`src/hw/rtl/iphc_pkg.sv`:
```
`timescale 1ns / 1ps
// Package for the IPv4 address hit counter: table geometry, outcome codes,
// controller states, command/status structs and the slot hash. No dependencies.
package iphc_pkg;

    localparam int TABLE_ENTRIES = 1024;
    localparam int IDX_W = (TABLE_ENTRIES > 1) ? $clog2(TABLE_ENTRIES) : 1;

    localparam logic [15:0] IPV4_ETHER_TYPE  = 16'd2048;
    localparam logic [13:0] MIN_FRAME_LENGTH = 14'd34;
    localparam logic [31:0] HASH_MULT        = 32'h9E37_79B1;

    typedef enum logic [1:0] {
        OUT_HIT         = 2'd0,
        OUT_INSERTED    = 2'd1,
        OUT_FULL        = 2'd2,
        OUT_NOT_COUNTED = 2'd3
    } outcome_t;

    typedef enum logic [2:0] {
        ST_CLEAR,
        ST_IDLE,
        ST_HASH,
        ST_READ,
        ST_CHECK,
        ST_DONE
    } state_t;

    typedef struct packed {
        logic valid;
        logic [31:0] addr;
        logic [63:0] dest_hits;
        logic [63:0] src_hits;
    } entry_t;

    typedef struct packed {
        logic clr_step;
        logic latch;
        logic hash;
        logic rd;
        logic first;
        logic check;
        logic side;
        logic finish;
    } ctrl_cmd_t;

    typedef struct packed {
        logic clr_last;
        logic counted;
        logic resolved;
    } dp_status_t;

    // Multiplicative hash: upper product bits, folded once into the table range.
    function automatic logic [IDX_W-1:0] hash_idx(input logic [31:0] a);
        logic [31:0] prod;
        logic [31:0] top;
        prod = a * HASH_MULT;
        top  = 32'(prod[31 -: IDX_W]);
        if (top >= 32'(TABLE_ENTRIES))
        begin
            top = top - 32'(TABLE_ENTRIES);
        end
        return top[IDX_W-1:0];
    endfunction

endpackage

```
`src/hw/rtl/iphc_ctrl.sv`:
```
`timescale 1ns / 1ps
// Controller state machine of the IPv4 address hit counter.
// Depends on iphc_pkg; drives the datapath through iphc_pkg::ctrl_cmd_t.
module iphc_ctrl (
    input  logic                   clk,
    input  logic                   rst_n,
    input  logic                   start,
    input  iphc_pkg::dp_status_t   status_in,
    output iphc_pkg::ctrl_cmd_t    cmd,
    output logic                   busy
);

    iphc_pkg::state_t state_reg, state_next;
    logic side_reg, side_next;
    logic first_reg, first_next;

    always_ff @(posedge clk or negedge rst_n)
    begin
        if (!rst_n)
        begin
            state_reg <= iphc_pkg::ST_CLEAR;
            side_reg  <= 1'b0;
            first_reg <= 1'b0;
        end
        else
        begin
            state_reg <= state_next;
            side_reg  <= side_next;
            first_reg <= first_next;
        end
    end

    always_comb
    begin
        state_next = state_reg;
        side_next  = side_reg;
        first_next = first_reg;
        cmd        = '0;
        cmd.side   = side_reg;
        cmd.first  = first_reg;
        busy       = 1'b1;
        case (state_reg)
            iphc_pkg::ST_CLEAR:
            begin
                cmd.clr_step = 1'b1;
                if (status_in.clr_last)
                begin
                    state_next = iphc_pkg::ST_IDLE;
                end
            end
            iphc_pkg::ST_IDLE:
            begin
                busy = 1'b0;
                if (start)
                begin
                    cmd.latch  = 1'b1;
                    state_next = iphc_pkg::ST_HASH;
                end
            end
            iphc_pkg::ST_HASH:
            begin
                cmd.hash   = 1'b1;
                side_next  = 1'b0;
                first_next = 1'b1;
                state_next = status_in.counted ? iphc_pkg::ST_READ : iphc_pkg::ST_DONE;
            end
            iphc_pkg::ST_READ:
            begin
                cmd.rd     = 1'b1;
                first_next = 1'b0;
                state_next = iphc_pkg::ST_CHECK;
            end
            iphc_pkg::ST_CHECK:
            begin
                cmd.check  = 1'b1;
                state_next = iphc_pkg::ST_READ;
                if (status_in.resolved)
                begin
                    if (!side_reg)
                    begin
                        side_next  = 1'b1;
                        first_next = 1'b1;
                    end
                    else
                    begin
                        state_next = iphc_pkg::ST_DONE;
                    end
                end
            end
            iphc_pkg::ST_DONE:
            begin
                cmd.finish = 1'b1;
                state_next = iphc_pkg::ST_IDLE;
            end
            default:
            begin
                state_next = iphc_pkg::ST_IDLE;
            end
        endcase
    end

endmodule

```
`config.mk`:
```
export PLATFORM = sky130hd
export DESIGN_NAME = iphc_ctrl
export DESIGN_NICKNAME = d
export VERILOG_FILES = /design/src/hw/rtl/iphc_pkg.sv /design/src/hw/rtl/iphc_ctrl.sv
export SDC_FILE = /design/constraint.sdc
export NUM_CORES = 1
export LEC_CHECK = 0
export BUFFER_PORTS_ARGS = -buffer_cell sky130_fd_sc_hd__buf_2
export CORE_AREA = 2 2 39 41
export CTS_BUF_LIST = sky130_fd_sc_hd__clkbuf_8
export CTS_CLUSTER_SIZE = 25
export DETAILED_ROUTE_END_ITERATION = 12
export DIE_AREA = 0 0 41 43
export PLACE_DENSITY = 0.48
export RECOVER_POWER = 25
export SLEW_MARGIN = 20
export SYNTH_ARGS = -nofsm -noshare
export SYNTH_HDL_FRONTEND = slang
export SYNTH_SLANG_ARGS = --single-unit
```
`constraint.sdc`:
```
create_clock -name clk -period 1.1 [get_ports clk]
set_clock_uncertainty 0.1 [all_clocks]
set_input_delay 0.055 -clock clk [delete_from_list [all_inputs] [get_ports clk]]
set_output_delay 0.055 -clock clk [all_outputs]
set_load 0.02 [all_outputs]
```
Word level (Yosys, flattened, before mapping)
Index checks and enable logic that the tools add are counted.
{"block": "classes", "eq_ne": 9, "mux": 19, "n_reduce_logical": 6}
{"op": "2-to-1 mux 3 bit", "n": 5}
{"op": "one-hot mux 3 bit (5 select lines)", "n": 1}
{"op": "2-to-1 mux 1 bit", "n": 11}
{"op": "inequality test 2 bit (second input constant)", "n": 4}
{"op": "== test 3 x 2 -> 1 bit (second input constant)", "n": 2}
{"op": "== test 3 bit (second input constant)", "n": 2}
{"op": "AND reduction 2 bit", "n": 2}
{"op": "== test 3 x 1 -> 1 bit (second input constant)", "n": 1}
{"op": "logical NOT 3 bit", "n": 1}
{"op": "one-hot mux 1 bit (3 select lines)", "n": 1}
{"op": "AND reduction 3 bit", "n": 1}
{"op": "nonzero test 3 bit", "n": 1}
{"op": "one-hot mux 1 bit (2 select lines)", "n": 1}
{"op": "nonzero test 2 bit", "n": 1}
{"block": "totals", "reg_bits": 5, "inputBits": 6, "output_inout_bits": 9, "wordCells": 37}

Logic depth before layout (Yosys ltp)
Gate-level depths: netlist (run 1).
{"block": "logic_depth", "depth_word": 3, "mapped_depth": 4, "mapped_depth_nobuf": 3}

Worst setup path before layout (run 1)
OpenSTA, ideal clock, no wires.
{"block": "synth_path", "kind": "register to register", "start": "register state_reg[0]", "end": "register state_reg[1]", "setup_time_ns": 0.120, "arrival_ns": 0.969, "required_ns": 0.880, "path_slack_ns": -0.089, "path_stages_with_launch": 5, "n_path_buf": 1, "synth_period_minus_slack_ns": 1.189, "path_cell_list": "dfrtp_1 buf_6 and4bb_1 a31oi_1 nand2_1"}
{"block": "synth_between", "elab_chain_cells": 3, "word_cells_on_any_way": 9, "cone_classes": "eq/ne: 6; mux: 1; reduce/logical: 2"}
{"item": "start, declared", "line_no": "iphc_ctrl.sv:13", "source": "iphc_pkg::state_t state_reg, state_next;"}
{"item": "start signal, assigned", "line_no": "iphc_ctrl.sv:21", "source": "state_reg <= iphc_pkg::ST_CLEAR;"}
{"item": "start signal, assigned", "line_no": "iphc_ctrl.sv:27", "source": "state_reg <= state_next;"}
{"item": "== test 3 x 1 -> 1 bit / logical NOT 3 bit (equally long branches)", "line_no": "iphc_ctrl.sv:42", "source": "case (state_reg)"}
{"item": "inequality test 2 bit (no source line)"}
{"item": "AND reduction 2 bit (no source line)"}
Parallel ways exist; a longest one is shown, timed or not.
A chain may end at the register's enable or synchronous reset.

Worst setup path in the final report (run 1)
Same ends and word-level chain as after synthesis.

==> run summary, run 1 <==
Worst flop-to-flop path endpoint: state_reg[1]$_DFFE_PN0P_
RSZ-0062 raised after global routing: true
First-pass GRT wire length: 1.49 mm
CP startpoint: state_reg[0]$_DFFE_PN0P_
Core Area: 1380 um2
TritonRoute pass-1 iters: 3
Share of cells above drive strength 1: 0.683
Total Power: 1.94 mW
Syn_area_per_cell: 8.55 um2
Syn nets: 42
Initial antenna violation count: 0
Final design utilization: 0.429
Unique masters post-synth: 18
Avg WL per Cell: 13.6 um
WP data arrival: 1300 ps
Clock buffer depth: 2
Synthesized instance count: 36
Worst VDD drop: 1070 uV
Fin nets: 67
Antenna-violating nets left: 0
Sequential share of the synthesized area: 0.407
TritonCTS Sinks: 5
Drt drc: 0
Final hold vios: 0
Width of the die: 41 um
Max-cap check violation count: 0
Most frequent cells in the layout: buf_4 (9), buf_2 (6), buf_6 (6)
Starting Density: 0.222
Flop pwr share: 0.221
Internal power: 1.11 mW
Net Switching: 0.830 mW
Outcome: finished with violations
Synth-to-layout area growth: 92.7%
Die height: 43 um
Period utilization: 1.17
Gr ovfl total: 0
# diodes: 0
Post-Layout Inst Area: 593 um2
GPL Wtd Cong: 0.731
Kind of critical path: flop to flop
Clock root cell: clkbuf_8
Hold WS: 32.4 ps
Failing checks: negative setup slack
P per Cell Area: 3270 nW/um2
Clock power share: 0.173
Max-slew headroom: 0.822
Final worst slack: -191 ps
Slew Limit Fails: 0
Comb power frac: 0.607
Synth warn: 0
Num rows: 14
Crit path time final: 1290 ps
Die area: 1760 um2
Largest net degree at the start of global routing: 8
Crit path capture type: flop
Routed wire length: 1.04 mm
Via Count: 353
R2R Setup Slk: -190 ps
Vias in the first global route: 344
Cell area after placement: 384 um2
Num CTS Buffers: 3
Worst slew pin tran: 267 ps
Port buffer count: 14
GRT Total Usage: 0.132
Worst-skew pair later-pin latency: 220 ps
Clock slew at reported path FFs: 40 ps
CP Data Required Time: 1100 ps
# IOs: 15
Avg Vias per Cell: 4.64
R2R cell count: 4
Setup violators final: 12
Most common cell after layout, fill and taps aside: buf_4
Worst reg2reg startpoint: state_reg[0]$_DFFE_PN0P_
Worst Path Max Fanout: 7
Worst Setup EP: state_reg[1]$_DFFE_PN0P_
CTS tree: yes
Critical Path Source Type: flop
Max Fclk: 0.775 GHz
H-tree depth: 1
Sw frac: 0.428
Leakage: 0.273 nW
Max reg flops: 3
Synthesized cell area: 308 um2
Synthesized flop and latch total: 5
Initial DRC count: 8
Min-Delay Path Class: input pin to flop
per-stage QoR:
step / cells / setup slack (ps) / setup TNS, ps
floorplan: 36 / -66.1 / -113
global placement: 64 / -32.9 / -111
detailed placement: 64 / -44.6 / -127
CTS: 76 / -167 / -1420
global route: 76 / -214 / -2090
finish: 76 / -191 / -1630
synth_stat cells:
library cell | count | area [um2]
dfrtp_1 | 5 | 125
nor2_1 | 2 | 7.51
o221ai_1 | 1 | 8.76
inv_1 | 4 | 15.0
nand2_1 | 4 | 15.0
buf_4 | 4 | 30.0
nand3_1 | 3 | 15.0
and4bb_1 | 1 | 12.5
a31oi_1 | 1 | 6.26
buf_6 | 1 | 11.3
nor2b_1 | 1 | 6.26
o21ai_0 | 1 | 5.00
nor2_2 | 1 | 6.26
o311ai_1 | 1 | 8.76
nand2b_1 | 1 | 6.26
o31ai_1 | 1 | 7.51
o22ai_1 | 1 | 6.26
nor3_1 | 3 | 15.0
timing repair:
action | CTS | global route
buffers inserted | 5 | 0
hold buffers | 3 | 0
hold endpoints to repair | 6 | 0
gates resized for setup | 19 | 10
endpoints found under the setup margin | 10 | 12
pin swaps | 5 | 6
layout make-up:
class | instances | area, um2
clock inverters | 1 | 3.75
clock buffers | 3 | 41.3
inverters | 4 | 15.0
flip-flops and latches | 5 | 129
fillers | 138 | 791
well taps | 16 | 20.0
multi-input cells | 22 | 185
repair buffers | 25 | 199
critical path, stage by stage (launching register included):
cell	delay [ps]
dfrtp_2	470
and4bb_2	270
buf_4	130
a31oi_1	120
nand2_1	70
cell families (layout without fill, tap and decap cells):
logic type             Yosys count  in the layout  synth area share
buffers and inverters            9             33             0.183
AOI/OAI and AO/OA                6              6             0.138
and+or+nand+nor                 16             16             0.272
DFF                              5              5             0.407
layer usage:
| metal | global-route usage | routed length (um) | up-vias |
|---|---|---|---|
| met5 | 0 | 0 | - |
| met4 | 0.127 | 41 | 0 |
| met3 | 0.0157 | 39 | 6 |
| met2 | 0.206 | 556 | 13 |
| met1 | 0.141 | 400 | 163 |
| li1 | - | - | 171 |
worst min path at each step:
stage | endpoint | from | cells after the start
after floorplan | first_reg$_DFFE_PN0P_ | rst_n | 0
after global placement | first_reg$_DFFE_PN0P_ | rst_n | 1
after detailed placement | first_reg$_DFFE_PN0P_ | rst_n | 1
after CTS | side_reg$_DFFE_PN0P_ | status_in[0] | 3
after global routing | side_reg$_DFFE_PN0P_ | status_in[0] | 3
final | side_reg$_DFFE_PN0P_ | status_in[0] | 3
power groups by stage:
| stage | Combinational, mW | Sequential (mW) | Clock (mW) |
|---|---|---|---|
| after CTS | 1.04 | 0.399 | 0.338 |
| final | 1.18 | 0.428 | 0.335 |
| after global routing | 1.27 | 0.439 | 0.355 |
| after global placement | 0.733 | 0.391 | 0 |
| after floorplan | 0.634 | 0.323 | 0 |
| after detailed placement | 0.725 | 0.393 | 0 |
Note: power is estimated with default switching activity, not from simulation.
==> run 2: changes to the inputs <==
--- a/config.mk
+++ b/config.mk
@@ -11,7 +11,8 @@
 export CTS_CLUSTER_SIZE = 25
 export DETAILED_ROUTE_END_ITERATION = 12
 export DIE_AREA = 0 0 41 43
-export PLACE_DENSITY = 0.48
+export GPL_TIMING_DRIVEN = 0
+export PLACE_DENSITY = 0.47
 export RECOVER_POWER = 25
 export SLEW_MARGIN = 20
 export SYNTH_ARGS = -nofsm -noshare
==> constraint.sdc (replaced) <==
create_clock -name clk -period 1.4 [get_ports clk]
set_clock_uncertainty 0.1 [all_clocks]
set_input_delay 0.07 -clock clk [delete_from_list [all_inputs] [get_ports clk]]
set_output_delay 0.07 -clock clk [all_outputs]
set_load 0.02 [all_outputs]
==> run summary, run 2 (synthesis gave the netlist of run 1 again) <==
Initial DRC count: 2
Outcome: complete, no violations
Dpl ws: 276 ps
Num rows: 14
Worst-skew pair later-pin latency: 220 ps
RSZ-0062 raised after global routing: false
First-pass GRT wire length: 1.12 mm
CP Data Required Time: 1230 ps
Most frequent cells in the layout: buf_2 (12), buf_4 (5), inv_1 (5)
Max-cap check violation count: 0
P per Cell Area: 2510 nW/um2
HPWL after DPL: 522 um
CTS tree: yes
Gr ovfl total: 0
R2R cell count: 4
Final design utilization: 0.340
Final worst slack: 71.3 ps
Port buffer count: 14
Clock slew at reported path FFs: 30 ps
Share of cells above drive strength 1: 0.429
Via Count: 312
Worst VDD drop: 687 uV
Kind of critical path: flop to output port
Total Power: 1.18 mW
Leakage: 0.246 nW
Max-slew headroom: 0.828
TritonRoute pass-1 iters: 4
Setup violators final: 0
M1 WL: 312 um
Avg WL per Cell: 9.72 um
# IOs: 15
Antenna-violating nets left: 0
Width of the die: 41 um
TNS Setup: 0 ps
Most common cell after layout, fill and taps aside: buf_2
Max incr delay on CP: 430 ps
Num CTS Buffers: 3
# diodes: 0
Crit path capture type: output port
Vias in the first global route: 294
Synth-to-layout area growth: 52.8%
TritonCTS Sinks: 5
Routed wire length: 700 um
Critical Path Source Type: flop
Drt drc: 0
Largest net degree at the start of global routing: 11
CP Cell Sequence: nand2b_1 > nor2_1 > buf_2
Initial antenna violation count: 0
Hold WS: 18.0 ps
Final hold vios: 0
Clock buffer depth: 2
Top Layer Used: met3
Met2 WL post-DR: 361 um
Core Area: 1380 um2
Worst Path Max Fanout: 7
Starting Density: 0.222
GRT Total Usage: 0.0954
Slew Limit Fails: 0
Avg Vias per Cell: 4.33
Fin nets: 63
GPL Wtd Cong: 0.660
Worst slew pin tran: 254 ps
Min-Delay Path Class: input pin to flop
Die height: 43 um
Crit path time final: 1330 ps
Max reg flops: 3
Period utilization: 0.949
Clock root cell: clkbuf_8
Max Fclk: 0.753 GHz
WP data arrival: 1160 ps
Worst Hold Depth: 3
Die area: 1760 um2
Setup bufs post-CTS: 0
H-tree depth: 1
Wire length on met3: 25 um
Critical path's slowest cell: dfrtp_2
-- run 2: metrics by stage --
stage	cell area [um2]	cells
2_1_floorplan	308	36
3_3_place_gp	398	66
3_5_place_dp	398	66
4_1_cts	463	72
5_1_grt	470	72
6_report	470	72
-- run 2: layout make-up --
class                           count  area [um2]
Fill cell                         161         913
Buffer                              5        41.3
Clock inverter                      1        3.75
Tap cell                           16        20.0
Sequential cell                     5         126
Timing Repair Buffer               16        91.3
Multi-Input combinational cell     22         131
Clock buffer                        3        41.3
Inverter                            4        15.0
-- run 2: repair_timing --
action,in CTS,in global routing
hold endpoints to repair,6,0
hold buffers,2,0
resized for setup,0,3
endpoints found under the setup margin,0,4
-- run 2: critical path: cells and delay by family, from the launching register on --
family	cells	cell delay, ps
flops	1	430
simple gates	2	340
buf+inv	1	170
-- run 2: final timing paths --
check / startpoint / end / slack [ps]
max reg2reg: state_reg[0]$_DFFE_PN0P_ / first_reg$_DFFE_PN0P_ / 280
min in group asynchronous: rst_n / state_reg[1]$_DFFE_PN0P_ / 140
max: state_reg[2]$_DFFE_PN0P_ / cmd[4] / 70
min reg2reg: first_reg$_DFFE_PN0P_ / first_reg$_DFFE_PN0P_ / 390
max in group asynchronous: rst_n / state_reg[2]$_DFFE_PN0P_ / 820
min: status_in[2] / state_reg[0]$_DFFE_PN0P_ / 20
-- run 2: per-layer routing --
metal,GRT usage,vias up
met5,0,-
met4,0.100,0
met3,0,0
met2,0.134,8
met1,0.119,142
li1,-,162
-- run 2: where the power goes --
part / switching (mW) / internal (mW) / leakage, nW
clock network: 0.0690 / 0.188 / 0.0269
registers: 0.0525 / 0.215 / 0.0612
logic: 0.384 / 0.272 / 0.158
